[src/scwm_pkg.sv]
// Package for the sigma-clipped window mean block.
// Holds field widths, queue sizing and the back-end state type; no dependencies.
package scwm_pkg;

    localparam int FIELD_W = 16;   // width of the coordinate fields on the ports
    localparam int KEPT_W  = 4;    // width of the kept-count field

    // Request queue between front and back end (depth must stay a power of two)
    localparam int QDEPTH  = 2;
    localparam int QPTR_W  = $clog2(QDEPTH);
    localparam int QCNT_W  = $clog2(QDEPTH + 1);

    // Pipeline depth of one window pass: read data, n*p, |d|, d^2, (n-1)*d^2
    localparam int PASS_STAGES = 5;

    typedef enum logic [2:0] {
        ST_IDLE,
        ST_SUM,
        ST_DEV,
        ST_TEST,
        ST_DIV,
        ST_DONE
    } back_state_t;

endpackage

[src/scwm_in_if.sv]
// Input channel of the sigma-clipped window mean block: valid/ready and one point.
// Depends on scwm_pkg.
interface scwm_in_if
    import scwm_pkg::*;
();
    logic                       valid;
    logic                       ready;
    logic signed [FIELD_W-1:0]  point_x;
    logic signed [FIELD_W-1:0]  point_y;

    modport source (output valid, output point_x, output point_y, input ready);
    modport sink   (input valid, input point_x, input point_y, output ready);
endinterface

[src/scwm_out_if.sv]
// Result channel of the sigma-clipped window mean block: valid/ready and one result.
// Depends on scwm_pkg.
interface scwm_out_if
    import scwm_pkg::*;
();
    logic                       valid;
    logic                       ready;
    logic signed [FIELD_W-1:0]  smooth_x;
    logic signed [FIELD_W-1:0]  smooth_y;
    logic [KEPT_W-1:0]          kept_count;
    logic                       used_fallback;

    modport source (output valid, output smooth_x, output smooth_y,
                    output kept_count, output used_fallback, input ready);
    modport sink   (input valid, input smooth_x, input smooth_y,
                    input kept_count, input used_fallback, output ready);
endinterface

[src/sigma_clipped_window_mean_2d.sv]
// Sigma-clipped window mean of 2D points, top level; depends on scwm_pkg, the channel
// interfaces, scwm_front and scwm_back. Each request is served by three passes over the
// window RAM read port and a bit-serial divider. The back end takes the next request
// only after it has loaded the last result into the result register; a two-deep queue
// and the result register let each side stall. Reset clears counts, pointers and
// valids.
module sigma_clipped_window_mean_2d
    import scwm_pkg::*;
#(
    parameter int WINDOW     = 10,
    parameter int COORD_BITS = 16
) (
    input  logic        clk,
    input  logic        rst_n,
    scwm_in_if.sink     point,
    scwm_out_if.source  result
);
    localparam int VW = (COORD_BITS > FIELD_W) ? FIELD_W + 1 : COORD_BITS;

    logic                 q_valid;
    logic                 q_ready;
    logic signed [VW-1:0] q_x;
    logic signed [VW-1:0] q_y;

    scwm_front #(
        .COORD_BITS (COORD_BITS),
        .VW         (VW)
    ) u_front (
        .clk     (clk),
        .rst_n   (rst_n),
        .point   (point),
        .q_valid (q_valid),
        .q_ready (q_ready),
        .q_x     (q_x),
        .q_y     (q_y)
    );

    scwm_back #(
        .WINDOW (WINDOW),
        .VW     (VW)
    ) u_back (
        .clk     (clk),
        .rst_n   (rst_n),
        .q_valid (q_valid),
        .q_ready (q_ready),
        .q_x     (q_x),
        .q_y     (q_y),
        .result  (result)
    );
endmodule

[src/scwm_ram.sv]
// Generic single-port-write, single-port-read RAM with registered read data.
// No dependencies.
module scwm_ram #(
    parameter int WIDTH = 32,
    parameter int DEPTH = 10
) (
    input  logic                     clk,
    input  logic                     we,
    input  logic [$clog2(DEPTH)-1:0] waddr,
    input  logic [WIDTH-1:0]         wdata,
    input  logic [$clog2(DEPTH)-1:0] raddr,
    output logic [WIDTH-1:0]         rdata
);
    logic [WIDTH-1:0] mem [DEPTH];

    always_ff @(posedge clk)
    begin
        if (we)
        begin
            mem[waddr] <= wdata;
        end
        rdata <= mem[raddr];
    end
endmodule

[src/scwm_front.sv]
// Front end: accepts points, narrows them to COORD_BITS (zero-extends them when wider) and queues them.
// Depends on scwm_pkg and scwm_in_if.
module scwm_front
    import scwm_pkg::*;
#(
    parameter int COORD_BITS = 16,
    parameter int VW         = 16
) (
    input  logic                  clk,
    input  logic                  rst_n,
    scwm_in_if.sink               point,
    output logic                  q_valid,
    input  logic                  q_ready,
    output logic signed [VW-1:0]  q_x,
    output logic signed [VW-1:0]  q_y
);
    logic signed [VW-1:0] ext_x;
    logic signed [VW-1:0] ext_y;
    logic signed [VW-1:0] slot_x_reg [QDEPTH];
    logic signed [VW-1:0] slot_y_reg [QDEPTH];
    logic [QPTR_W-1:0]    wr_ptr_reg;
    logic [QPTR_W-1:0]    wr_ptr_next;
    logic [QPTR_W-1:0]    rd_ptr_reg;
    logic [QPTR_W-1:0]    rd_ptr_next;
    logic [QCNT_W-1:0]    count_reg;
    logic [QCNT_W-1:0]    count_next;
    logic                 push;
    logic                 pop;

    // Wider coordinate formats see the 16-bit field as an unsigned value
    if (COORD_BITS > FIELD_W)
    begin : g_zext
        assign ext_x = signed'({1'b0, point.point_x});
        assign ext_y = signed'({1'b0, point.point_y});
    end
    else
    begin : g_sext
        assign ext_x = signed'(point.point_x[VW-1:0]);
        assign ext_y = signed'(point.point_y[VW-1:0]);
    end

    assign point.ready = (count_reg != QCNT_W'(QDEPTH));
    assign push        = point.valid && point.ready;
    assign q_valid     = (count_reg != '0);
    assign pop         = q_valid && q_ready;
    assign q_x         = slot_x_reg[rd_ptr_reg];
    assign q_y         = slot_y_reg[rd_ptr_reg];

    always_comb
    begin
        wr_ptr_next = push ? wr_ptr_reg + 1'b1 : wr_ptr_reg;
        rd_ptr_next = pop ? rd_ptr_reg + 1'b1 : rd_ptr_reg;
        count_next  = count_reg;
        if (push && !pop)
        begin
            count_next = count_reg + 1'b1;
        end
        else if (pop && !push)
        begin
            count_next = count_reg - 1'b1;
        end
    end

    always_ff @(posedge clk or negedge rst_n)
    begin
        if (!rst_n)
        begin
            wr_ptr_reg <= '0;
            rd_ptr_reg <= '0;
            count_reg  <= '0;
        end
        else
        begin
            wr_ptr_reg <= wr_ptr_next;
            rd_ptr_reg <= rd_ptr_next;
            count_reg  <= count_next;
        end
    end

    always_ff @(posedge clk)
    begin
        if (push)
        begin
            slot_x_reg[wr_ptr_reg] <= ext_x;
            slot_y_reg[wr_ptr_reg] <= ext_y;
        end
    end
endmodule

[src/scwm_div.sv]
// Two-lane restoring divider: signed numerators over a shared positive divisor,
// quotient truncated toward zero, one bit per cycle. No package dependencies.
module scwm_div #(
    parameter int NUM_W = 20,
    parameter int DEN_W = 4
) (
    input  logic                     clk,
    input  logic                     rst_n,
    input  logic                     start,
    input  logic signed [NUM_W-1:0]  num_x,
    input  logic signed [NUM_W-1:0]  num_y,
    input  logic [DEN_W-1:0]         den,
    output logic                     done,
    output logic signed [NUM_W-1:0]  quo_x,
    output logic signed [NUM_W-1:0]  quo_y
);
    localparam int CNT_W = $clog2(NUM_W + 1);

    logic                busy_reg;
    logic                done_reg;
    logic [CNT_W-1:0]    cnt_reg;
    logic [DEN_W-1:0]    den_reg;
    logic [DEN_W-1:0]    rem_x_reg;
    logic [DEN_W-1:0]    rem_y_reg;
    logic [NUM_W-1:0]    quo_x_reg;
    logic [NUM_W-1:0]    quo_y_reg;
    logic                neg_x_reg;
    logic                neg_y_reg;
    logic [DEN_W:0]      step_x;
    logic [DEN_W:0]      step_y;

    function automatic logic [DEN_W:0] div_step(input logic [DEN_W-1:0] rem,
                                                input logic msb,
                                                input logic [DEN_W-1:0] d);
        logic [DEN_W:0] trial;
        trial = {rem, msb};
        if (trial >= {1'b0, d})
        begin
            div_step = {DEN_W'(trial - {1'b0, d}), 1'b1};
        end
        else
        begin
            div_step = {trial[DEN_W-1:0], 1'b0};
        end
    endfunction

    function automatic logic [NUM_W-1:0] magnitude(input logic signed [NUM_W-1:0] v);
        magnitude = v[NUM_W-1] ? NUM_W'(-v) : NUM_W'(v);
    endfunction

    assign step_x = div_step(rem_x_reg, quo_x_reg[NUM_W-1], den_reg);
    assign step_y = div_step(rem_y_reg, quo_y_reg[NUM_W-1], den_reg);

    assign done  = done_reg;
    assign quo_x = neg_x_reg ? -signed'(quo_x_reg) : signed'(quo_x_reg);
    assign quo_y = neg_y_reg ? -signed'(quo_y_reg) : signed'(quo_y_reg);

    always_ff @(posedge clk or negedge rst_n)
    begin
        if (!rst_n)
        begin
            busy_reg <= 1'b0;
            done_reg <= 1'b0;
            cnt_reg  <= '0;
        end
        else
        begin
            done_reg <= 1'b0;
            if (start)
            begin
                busy_reg <= 1'b1;
                cnt_reg  <= '0;
            end
            else if (busy_reg)
            begin
                cnt_reg <= cnt_reg + 1'b1;
                if (cnt_reg == CNT_W'(NUM_W - 1))
                begin
                    busy_reg <= 1'b0;
                    done_reg <= 1'b1;
                end
            end
        end
    end

    always_ff @(posedge clk)
    begin
        if (start)
        begin
            den_reg   <= den;
            rem_x_reg <= '0;
            rem_y_reg <= '0;
            quo_x_reg <= magnitude(num_x);
            quo_y_reg <= magnitude(num_y);
            neg_x_reg <= num_x[NUM_W-1];
            neg_y_reg <= num_y[NUM_W-1];
        end
        else if (busy_reg)
        begin
            // shift the next dividend bit into the remainder, the quotient bit in at the bottom
            rem_x_reg <= step_x[DEN_W:1];
            rem_y_reg <= step_y[DEN_W:1];
            quo_x_reg <= {quo_x_reg[NUM_W-2:0], step_x[0]};
            quo_y_reg <= {quo_y_reg[NUM_W-2:0], step_y[0]};
        end
    end
endmodule

[src/scwm_back.sv]
// Back end: stores each point in the window RAM, makes three passes (sums, squared
// deviations, clipping test), divides and holds the result. Depends on scwm_pkg,
// scwm_out_if, scwm_ram and scwm_div.
module scwm_back
    import scwm_pkg::*;
#(
    parameter int WINDOW = 10,
    parameter int VW     = 16
) (
    input  logic                  clk,
    input  logic                  rst_n,
    input  logic                  q_valid,
    output logic                  q_ready,
    input  logic signed [VW-1:0]  q_x,
    input  logic signed [VW-1:0]  q_y,
    scwm_out_if.source            result
);
    localparam int NB = $clog2(WINDOW + 1);   // holds a count up to WINDOW
    localparam int IW = $clog2(WINDOW);       // RAM index
    localparam int SW = VW + NB;              // sums and n*p
    localparam int QW = 2 * SW;               // squared deviation
    localparam int TW = QW + NB;              // sum of squares, (n-1)*d^2

    back_state_t state_reg;
    back_state_t state_next;

    logic [NB-1:0]           fill_reg;
    logic [NB-1:0]           fill_next;
    logic [IW-1:0]           slot_reg;
    logic [IW-1:0]           slot_next;
    logic [NB-1:0]           n_reg;
    logic [NB-1:0]           idx_reg;
    logic [PASS_STAGES-1:0]  vld_reg;

    logic                    start_item;
    logic                    pass_active;
    logic                    issue;
    logic                    pass_done;
    logic                    div_start;
    logic                    div_done;
    logic                    out_free;
    logic                    load_out;

    logic [2*VW-1:0]         rdata;
    logic signed [VW-1:0]    rd_x;
    logic signed [VW-1:0]    rd_y;

    logic signed [SW-1:0]    sx_reg;
    logic signed [SW-1:0]    sy_reg;
    logic signed [SW-1:0]    kx_reg;
    logic signed [SW-1:0]    ky_reg;
    logic [NB-1:0]           kept_reg;
    logic [TW-1:0]           totx_reg;
    logic [TW-1:0]           toty_reg;

    logic signed [SW-1:0]    n_s;
    logic [NB-1:0]           nm1;
    logic signed [SW-1:0]    npx_reg;
    logic signed [SW-1:0]    npy_reg;
    logic signed [SW:0]      dx;
    logic signed [SW:0]      dy;
    logic [SW-1:0]           magx_reg;
    logic [SW-1:0]           magy_reg;
    logic [QW-1:0]           sqx_reg;
    logic [QW-1:0]           sqy_reg;
    logic [TW-1:0]           prodx_reg;
    logic [TW-1:0]           prody_reg;
    logic signed [VW-1:0]    px_reg [1:PASS_STAGES-1];
    logic signed [VW-1:0]    py_reg [1:PASS_STAGES-1];
    logic                    pass_ok;

    logic                    fb;
    logic                    fb_reg;
    logic [KEPT_W-1:0]       kept_out_reg;
    logic signed [SW-1:0]    num_x;
    logic signed [SW-1:0]    num_y;
    logic [NB-1:0]           den;
    logic signed [SW-1:0]    quo_x;
    logic signed [SW-1:0]    quo_y;
    logic signed [31:0]      quo_x32;
    logic signed [31:0]      quo_y32;

    logic                       res_valid_reg;
    logic                       res_valid_next;
    logic signed [FIELD_W-1:0]  res_x_reg;
    logic signed [FIELD_W-1:0]  res_y_reg;
    logic [KEPT_W-1:0]          res_kept_reg;
    logic                       res_fb_reg;

    scwm_ram #(
        .WIDTH (2 * VW),
        .DEPTH (WINDOW)
    ) u_hist (
        .clk   (clk),
        .we    (start_item),
        .waddr (slot_reg),
        .wdata ({q_x, q_y}),
        .raddr (idx_reg[IW-1:0]),
        .rdata (rdata)
    );

    scwm_div #(
        .NUM_W (SW),
        .DEN_W (NB)
    ) u_div (
        .clk   (clk),
        .rst_n (rst_n),
        .start (div_start),
        .num_x (num_x),
        .num_y (num_y),
        .den   (den),
        .done  (div_done),
        .quo_x (quo_x),
        .quo_y (quo_y)
    );

    assign rd_x      = signed'(rdata[2*VW-1:VW]);
    assign rd_y      = signed'(rdata[VW-1:0]);
    assign issue     = pass_active && (idx_reg < n_reg);
    assign pass_done = pass_active && (idx_reg == n_reg) && (vld_reg == '0);
    assign out_free  = !res_valid_reg || result.ready;

    assign fill_next = (fill_reg < NB'(WINDOW)) ? fill_reg + 1'b1 : fill_reg;
    assign slot_next = (slot_reg == IW'(WINDOW - 1)) ? '0 : slot_reg + 1'b1;

    // Fall back to the plain mean when nothing survives (always so for one point)
    assign fb    = (kept_reg == '0);
    assign num_x = fb ? sx_reg : kx_reg;
    assign num_y = fb ? sy_reg : ky_reg;
    assign den   = fb ? n_reg : kept_reg;

    // Next-state logic
    always_comb
    begin
        state_next = state_reg;
        case (state_reg)
            ST_IDLE:
            begin
                if (q_valid)
                begin
                    state_next = ST_SUM;
                end
            end
            ST_SUM:
            begin
                if (pass_done)
                begin
                    state_next = ST_DEV;
                end
            end
            ST_DEV:
            begin
                if (pass_done)
                begin
                    state_next = ST_TEST;
                end
            end
            ST_TEST:
            begin
                if (pass_done)
                begin
                    state_next = ST_DIV;
                end
            end
            ST_DIV:
            begin
                if (div_done)
                begin
                    state_next = ST_DONE;
                end
            end
            ST_DONE:
            begin
                if (out_free)
                begin
                    state_next = ST_IDLE;
                end
            end
            default:
            begin
                state_next = ST_IDLE;
            end
        endcase
    end

    // Output logic
    always_comb
    begin
        q_ready     = 1'b0;
        start_item  = 1'b0;
        pass_active = 1'b0;
        div_start   = 1'b0;
        load_out    = 1'b0;
        case (state_reg)
            ST_IDLE:
            begin
                q_ready    = 1'b1;
                start_item = q_valid;
            end
            ST_SUM, ST_DEV:
            begin
                pass_active = 1'b1;
            end
            ST_TEST:
            begin
                pass_active = 1'b1;
                div_start   = pass_done;
            end
            ST_DIV:
            begin
            end
            ST_DONE:
            begin
                load_out = out_free;
            end
            default:
            begin
            end
        endcase
    end

    always_comb
    begin
        res_valid_next = res_valid_reg;
        if (load_out)
        begin
            res_valid_next = 1'b1;
        end
        else if (result.ready)
        begin
            res_valid_next = 1'b0;
        end
    end

    always_ff @(posedge clk or negedge rst_n)
    begin
        if (!rst_n)
        begin
            state_reg     <= ST_IDLE;
            fill_reg      <= '0;
            slot_reg      <= '0;
            idx_reg       <= '0;
            vld_reg       <= '0;
            res_valid_reg <= 1'b0;
        end
        else
        begin
            state_reg     <= state_next;
            res_valid_reg <= res_valid_next;
            vld_reg       <= {vld_reg[PASS_STAGES-2:0], issue};
            if (start_item)
            begin
                fill_reg <= fill_next;
                slot_reg <= slot_next;
            end
            if (start_item || pass_done)
            begin
                idx_reg <= '0;
            end
            else if (issue)
            begin
                idx_reg <= idx_reg + 1'b1;
            end
        end
    end

    // Pass pipeline: n*p, |n*p - S|, square, times (n-1)
    assign n_s     = SW'(signed'({1'b0, n_reg}));
    assign nm1     = n_reg - 1'b1;
    assign dx      = {npx_reg[SW-1], npx_reg} - {sx_reg[SW-1], sx_reg};
    assign dy      = {npy_reg[SW-1], npy_reg} - {sy_reg[SW-1], sy_reg};
    assign pass_ok = (prodx_reg < totx_reg) && (prody_reg < toty_reg);
    assign quo_x32 = 32'(quo_x);
    assign quo_y32 = 32'(quo_y);

    always_ff @(posedge clk)
    begin
        npx_reg   <= n_s * SW'(rd_x);
        npy_reg   <= n_s * SW'(rd_y);
        magx_reg  <= dx[SW] ? SW'(-dx) : SW'(dx);
        magy_reg  <= dy[SW] ? SW'(-dy) : SW'(dy);
        sqx_reg   <= QW'(magx_reg) * QW'(magx_reg);
        sqy_reg   <= QW'(magy_reg) * QW'(magy_reg);
        prodx_reg <= TW'(sqx_reg) * TW'(nm1);
        prody_reg <= TW'(sqy_reg) * TW'(nm1);
        px_reg[1] <= rd_x;
        py_reg[1] <= rd_y;
        for (int s = 2; s < PASS_STAGES; s++)
        begin
            px_reg[s] <= px_reg[s-1];
            py_reg[s] <= py_reg[s-1];
        end

        if (start_item)
        begin
            n_reg    <= fill_next;
            sx_reg   <= '0;
            sy_reg   <= '0;
            kx_reg   <= '0;
            ky_reg   <= '0;
            kept_reg <= '0;
            totx_reg <= '0;
            toty_reg <= '0;
        end
        else
        begin
            if (state_reg == ST_SUM && vld_reg[0])
            begin
                sx_reg <= sx_reg + SW'(rd_x);
                sy_reg <= sy_reg + SW'(rd_y);
            end
            if (state_reg == ST_DEV && vld_reg[3])
            begin
                totx_reg <= totx_reg + TW'(sqx_reg);
                toty_reg <= toty_reg + TW'(sqy_reg);
            end
            // keep points that pass on both axes
            if (state_reg == ST_TEST && vld_reg[4] && pass_ok)
            begin
                kx_reg   <= kx_reg + SW'(px_reg[PASS_STAGES-1]);
                ky_reg   <= ky_reg + SW'(py_reg[PASS_STAGES-1]);
                kept_reg <= kept_reg + 1'b1;
            end
        end

        if (div_start)
        begin
            fb_reg       <= fb;
            kept_out_reg <= fb ? '0 : KEPT_W'(kept_reg);
        end

        if (load_out)
        begin
            res_x_reg    <= quo_x32[FIELD_W-1:0];
            res_y_reg    <= quo_y32[FIELD_W-1:0];
            res_kept_reg <= kept_out_reg;
            res_fb_reg   <= fb_reg;
        end
    end

    assign result.valid         = res_valid_reg;
    assign result.smooth_x      = res_x_reg;
    assign result.smooth_y      = res_y_reg;
    assign result.kept_count    = res_kept_reg;
    assign result.used_fallback = res_fb_reg;
endmodule

[src/flat_wrapper.sv]
// flat-port wrapper written by rule: the top's interface ports become plain ports
module sigma_clipped_window_mean_2d_flat import scwm_pkg::*;
#(
    parameter int WINDOW     = 10,
    parameter int COORD_BITS = 16
)
  (clk, rst_n, point_valid, point_point_x, point_point_y, point_ready, result_valid, result_smooth_x, result_smooth_y, result_kept_count, result_used_fallback, result_ready);
  scwm_in_if point_i ();
  scwm_out_if result_i ();
  input  logic clk;
  input  logic rst_n;
  input wire logic [$bits(point_i.valid)-1:0] point_valid;
  input wire logic [$bits(point_i.point_x)-1:0] point_point_x;
  input wire logic [$bits(point_i.point_y)-1:0] point_point_y;
  output wire logic [$bits(point_i.ready)-1:0] point_ready;
  output wire logic [$bits(result_i.valid)-1:0] result_valid;
  output wire logic [$bits(result_i.smooth_x)-1:0] result_smooth_x;
  output wire logic [$bits(result_i.smooth_y)-1:0] result_smooth_y;
  output wire logic [$bits(result_i.kept_count)-1:0] result_kept_count;
  output wire logic [$bits(result_i.used_fallback)-1:0] result_used_fallback;
  input wire logic [$bits(result_i.ready)-1:0] result_ready;
  assign point_i.valid = point_valid;
  assign point_i.point_x = point_point_x;
  assign point_i.point_y = point_point_y;
  assign point_ready = point_i.ready;
  assign result_valid = result_i.valid;
  assign result_smooth_x = result_i.smooth_x;
  assign result_smooth_y = result_i.smooth_y;
  assign result_kept_count = result_i.kept_count;
  assign result_used_fallback = result_i.used_fallback;
  assign result_i.ready = result_ready;
  sigma_clipped_window_mean_2d #(.WINDOW(WINDOW), .COORD_BITS(COORD_BITS)) u_core (.clk(clk), .rst_n(rst_n), .point(point_i), .result(result_i));
endmodule
[config.mk]
export PLATFORM = sky130hd
export DESIGN_NAME = sigma_clipped_window_mean_2d_flat
export DESIGN_NICKNAME = d
export VERILOG_FILES = /design/src/scwm_pkg.sv /design/src/scwm_in_if.sv /design/src/scwm_out_if.sv /design/src/sigma_clipped_window_mean_2d.sv /design/src/scwm_ram.sv /design/src/scwm_front.sv /design/src/scwm_div.sv /design/src/scwm_back.sv /design/src/flat_wrapper.sv
export SDC_FILE = /design/constraint.sdc
export NUM_CORES = 2
export LEC_CHECK = 0
export BUFFER_PORTS_ARGS = -buffer_cell sky130_fd_sc_hd__buf_2
export CAP_MARGIN = 20
export CORE_MARGIN = 4
export CORE_UTILIZATION = 60
export DETAILED_ROUTE_END_ITERATION = 10
export GPL_ROUTABILITY_DRIVEN = 0
export PLACE_DENSITY = 0.78
export SLEW_MARGIN = 10
export SYNTH_ARGS = -nofsm -noshare
export SYNTH_HDL_FRONTEND = slang
export SYNTH_HIERARCHICAL = 1
export SYNTH_SLANG_ARGS = --single-unit
[constraint.sdc]
create_clock -name clk -period 18.6 [get_ports clk]
set_clock_uncertainty 0.1 [all_clocks]
set_input_delay 3.72 -clock clk [delete_from_list [all_inputs] [get_ports clk]]
set_output_delay 3.72 -clock clk [all_outputs]
set_load 0.03 [all_outputs]
* Yosys cells after proc, flatten, opt, wreduce, memory -nomap -nowiden
Memories as Yosys holds them, arrays and structs flattened. A register that Yosys moved wholly into a read port is not among the register bits.
Index checks and enable logic that the tools add are counted.
** Cells by class
- $add $sub $neg :: 26
- Reduce and logical (&&, ||, !) cells :: 27
- Eq/ne operators :: 15
- Order comparisons :: 6
- Muxes and demuxes :: 47
- $mul :: 6
** Operator list (number)
- $mux 20 :: 10
- $add 44x40->44 :: 2
- $lt 44x44->1 :: 2
- $mul 40x4->44 :: 2
- $add 20x16->20 :: 4
- $mul 20x20->40 :: 2
- $neg 20->20 :: 4
- $sub 20x20->21 :: 2
- $mul 5x16->20 :: 2
- $mux 16 :: 2
- $neg 16->16 :: 2
- $mux 4 :: 5
- $mux 5 :: 4
- $mux 3 :: 6
- $pmux 3 s6 :: 1
- $mux 1 :: 17
- $add 4x1->4 const B :: 4
- $logic_and 1x1->1 :: 12
- $ne 2x2->1 const B :: 6
- $ge 5x4->1 :: 2
- $reduce_bool 2->1 :: 5
- $sub 4x4->4 :: 2
- $eq 3x2->1 const B :: 2
- $eq 3x3->1 const B :: 2
- 20 further kinds :: 25
** Storage, ports and cells
- Output and inout bits :: 39
- Logic and storage cells :: 173
- Memories kept :: 5
- Register bits after elaboration :: 552
- RAM bits :: 512
- Bits of input ports :: 36
** Memories
- u_core.u_back.u_hist.mem :: depth 10, bits a word 32, read ports 1, clocked after memory_dff 1, wr ports 1, line scwm_ram.sv:14 : logic [WIDTH-1:0] mem [DEPTH];
- u_core.u_back.px_reg :: depth 4, bits a word 16, read ports 4, clocked after memory_dff 0, wr ports 4, line scwm_back.sv:68 : logic signed [VW-1:0] px_reg [1:PASS_STAGES-1];
- u_core.u_back.py_reg :: depth 4, bits a word 16, read ports 4, clocked after memory_dff 0, wr ports 4, line scwm_back.sv:69 : logic signed [VW-1:0] py_reg [1:PASS_STAGES-1];
- u_core.u_front.slot_x_reg :: depth 2, bits a word 16, read ports 1, clocked after memory_dff 0, wr ports 1, line scwm_front.sv:19 : logic signed [VW-1:0] slot_x_reg [QDEPTH];
- u_core.u_front.slot_y_reg :: depth 2, bits a word 16, read ports 1, clocked after memory_dff 0, wr ports 1, line scwm_front.sv:20 : logic signed [VW-1:0] slot_y_reg [QDEPTH];

* Logic depth before layout (Yosys ltp)
- Depth after elaboration :: 7
- Depth in mapped cells :: 30
- Depth with buffers taken out :: 27

* Modules after synthesis
Netlist, hierarchy kept.
** By module, submodules not included
- scwm_back :: sequential area each 12837.3 µm², instances 1, cells an instance 7214, area each 65038.6 µm²
- scwm_ram :: sequential area each 10249.8 µm², instances 1, cells an instance 698, area each 13290.2 µm²
- scwm_div :: sequential area each 1716.6 µm², instances 1, cells an instance 520, area each 4610.7 µm²
- scwm_front :: sequential area each 2021.9 µm², instances 1, cells an instance 118, area each 2658.8 µm²

* Worst setup path before layout
Ideal clock, no wire load.
- Path type :: flip-flop to flip-flop
- From :: register u_core.u_back.magy_reg[8]
- To :: register u_core.u_back.sqy_reg[38]
- Buffers on the path :: 2
- Library setup time :: 0.123 ns
- Cell stages (with the launch flop) :: 28
- Data arrival time :: 7.116 ns
- Slack :: 11.261 ns
- Period minus slack after synthesis :: 7.339 ns
- Required time :: 18.377 ns
- Cell sequence :: dfxtp_1 clkbuf_1 clkbuf_1 nand2_1 fa_1 inv_1 fa_1 fa_1 fa_1 inv_1 fa_1 inv_1 fa_1 inv_1 fa_1 inv_1 ha_1 and3_1 a31oi_1 o21ai_0 a21o_1 a221o_1 a41o_1 a221oi_1 o21ai_0 a21oi_1 o21ai_1 xor2_1
** Between the ends
- Word-level cells in the longest chain between the ends :: 1
** Ends and longest elaborated chain
- from (decl) :: line scwm_back.sv:63 : logic [SW-1:0] magy_reg;
- from (signal assigned) :: line scwm_back.sv:281 : magy_reg <= dy[SW] ? SW'(-dy) : SW'(dy);
- $mul 20x20->40 :: line scwm_back.sv:283 : sqy_reg <= QW'(magy_reg) * QW'(magy_reg);
- to (signal assigned) :: line scwm_back.sv:283
- to (decl) :: line scwm_back.sv:65 : logic [QW-1:0] sqy_reg;
No other way between the ends.
A chain may end at the register's enable or synchronous reset.

* Worst setup path in the final report
- From :: register u_core.u_back.magx_reg[2]
- To :: register u_core.u_back.sqx_reg[39]
** Between the ends
- Word-level cells in the longest chain between the ends :: 1
** Ends and longest elaborated chain
- from (decl) :: line scwm_back.sv:62 : logic [SW-1:0] magx_reg;
- from (signal assigned) :: line scwm_back.sv:280 : magx_reg <= dx[SW] ? SW'(-dx) : SW'(dx);
- $mul 20x20->40 :: line scwm_back.sv:282 : sqx_reg <= QW'(magx_reg) * QW'(magx_reg);
- to (signal assigned) :: line scwm_back.sv:282
- to (decl) :: line scwm_back.sv:64 : logic [QW-1:0] sqx_reg;
No other way between the ends.

==> results_dict.tcl <==
set metrics [dict create \
    status "finished, final reports clean" \
    critical_path_class "reg2reg" \
    drt_wl_total_um 195000 \
    clk_path_buf_depth 3 \
    cts.repair.resized 0 \
    postCtsHoldBufs 0 \
    dieHeight_um 385 \
    root_buffer "clkbuf_16" \
    hold_slack_ns 0.207 \
    ios 75 \
    leakage_uw 0.0424 \
    core_area_um2 142000 \
    fin_area_um2 91500 \
    max_clock_freq_ghz 0.127 \
    routed_via_density 5.80 \
    wl_per_cell_um 18.6 \
    final_max_slew_viol_count 0 \
    setup_ws_ns 10.72 \
    clkTransAtPathRegs_ns 0.06 \
    placed_cell_area_um2 87500 \
    tightestPinTransition_ns 1.08 \
    peakVddDrop_v 0.000128 \
    fin_crit_sh_pct 42.4 \
    rsz0062_at_grt "false" \
    fin_tns_setup_ns 0 \
    fin_crit_ns 7.88 \
    drive_above_1_share_pct 7.21 \
    synthesis.area_um2 85500 \
    hp-class "reg2reg" \
    layout_commonest_cell "inv_1" \
    remaining_drc_errors 0 \
    p_per_area_nw_per_um2 55.4 \
    min_to "u_core/u_back/py_reg[0][44]" \
    slew_headroom_pct 27.6 \
    min_path_cells 0 \
    insertion_delay_ns 0.76 \
    overflow 0 \
    dieArea_um2 149000 \
    finalHoldViolations 0 \
    postRouteAntennaNets 0 \
    cp-start-kind "register" \
    cp-end-kind "register" \
    first_global_vias 63232 \
    vias 60802 \
    max-cap-violations 0 \
    htree_levels 3 \
    start_util_pct 60.4 \
    crit_top_cell "fa_1" \
    r2r_end "u_core/u_back/sqx_reg[39]" \
    syn_to_final_growth_pct 7.07 \
    finalSetupViolations 0 \
    antenna_found_initial 3 \
    rows 138 \
    io_buffers 74 \
    yosysWarnings 6 \
    drt-pass1-iter-count 6 \
    max_stage_delay_ns 1.03 \
    crit_fanout 24 \
    num-fill-cells 10888 \
    reg2reg_depth 23 \
    nets 10087 \
    cp.arrival_ns 8.44 \
    post-cts-setup-buffer-count 0 \
    die_w_um 385 \
    reg2reg_from "u_core/u_back/magx_reg[2]" \
    cp.required_ns 19.16 \
    path_cells "nand2_1, inv_1, fa_1, fa_1, inv_1, fa_1, inv_1, fa_1, fa_1, fa_1, fa_1, ha_1, a21o_1, nand2_1, o21ai_0, a311oi_1, a211oi_1, nor4_1, o31a_1, a211oi_1, a21o_1, a21oi_1, xnor2_1" \
    layout_common_cells "1202 x inv_1, 787 x nand2_1, 780 x fa_1, 780 x ha_1, 586 x dfxtp_1" \
    dp_hpwl_um 144000 \
    cts_buffers 113 \
    syn_inst 8532 \
    drtIter0Drc 4189 \
    r2r_slack_ns 10.72 \
    hp-start "u_core/u_back/py_reg[0][28]" \
    dp_slack_ns 10.73 \
    cts_tree "yes" \
    grt_usage_pct 26.5 \
    grt_pass1_wl_um 321000 \
    numClockSinks 1094 \
    largest_reg_flops 320 \
    grt_start_max_net_pins 81 \
    syn_area_per_cell_um2 10.0 \
    slowest_stage "dfxtp_1" \
]
layer usage:
metal / vias up / global-route usage [%] / part of all wire, %
met5: - / 0 / 0.012
met4: 4 / 10.1 / 4.0
met3: 489 / 3.41 / 5.4
met2: 1842 / 46.3 / 49
met1: 29999 / 33.7 / 41
li1: 28468 / - / -
final cells by class:
| type | count | area, um^2 | area share [%] |
|---|---|---|---|
| timing repair buffer | 117 | 718 | 0.785 |
| multi-input combinational | 5961 | 53100 | 58.0 |
| antenna | 1 | 2.50 | 0.00274 |
| inverter | 1203 | 4520 | 4.94 |
| sequential | 1094 | 26800 | 29.3 |
| clock inverter | 57 | 662 | 0.723 |
| clock buffer | 158 | 3340 | 3.65 |
| tap | 1890 | 2360 | 2.58 |
critical path: cells and delay by family (launching register included):
kind,cells,cell delay [ns]
flip-flops,1,1.03
AO/OA/AOI/OAI,8,1.80
adder cells (fa/ha/maj),8,3.83
XOR/XNOR,1,0.13
AND/OR/NAND/NOR,3,0.69
buffers and inverters,3,0.23
worst max-delay path by stage:
stage / from / cells past startpoint / end / slack, ns
floorplan: u_core/u_back/magy_reg[8] / 27 / u_core/u_back/sqy_reg[38] / 11.26
global route: u_core/u_back/magy_reg[2] / 25 / u_core/u_back/sqy_reg[38] / 10.25
CTS: u_core/u_back/magy_reg[2] / 25 / u_core/u_back/sqy_reg[38] / 10.72
global placement: u_core/u_back/magx_reg[2] / 23 / u_core/u_back/sqx_reg[39] / 10.90
detailed placement: u_core/u_back/magx_reg[2] / 23 / u_core/u_back/sqx_reg[39] / 10.73
finish: u_core/u_back/magx_reg[2] / 23 / u_core/u_back/sqx_reg[39] / 10.72
per-stage QoR:
step / instances / power [uW] / utilization [%]
floorplan: 8538 / 2700 / -
global placement: 10263 / 2740 / 61.8
detailed placement: 10263 / 2750 / 61.8
CTS: 10478 / 5110 / 64.6
global route: 10481 / 5220 / 64.6
finish: 10481 / 5070 / 64.6
power by group:
group	switching [uW]	total, uW	internal, uW
sequential	12.8	2590	2570
combinational	76.0	109	32.8
clock	1020	2370	1350
Note: power is estimated with default switching activity, not from simulation.
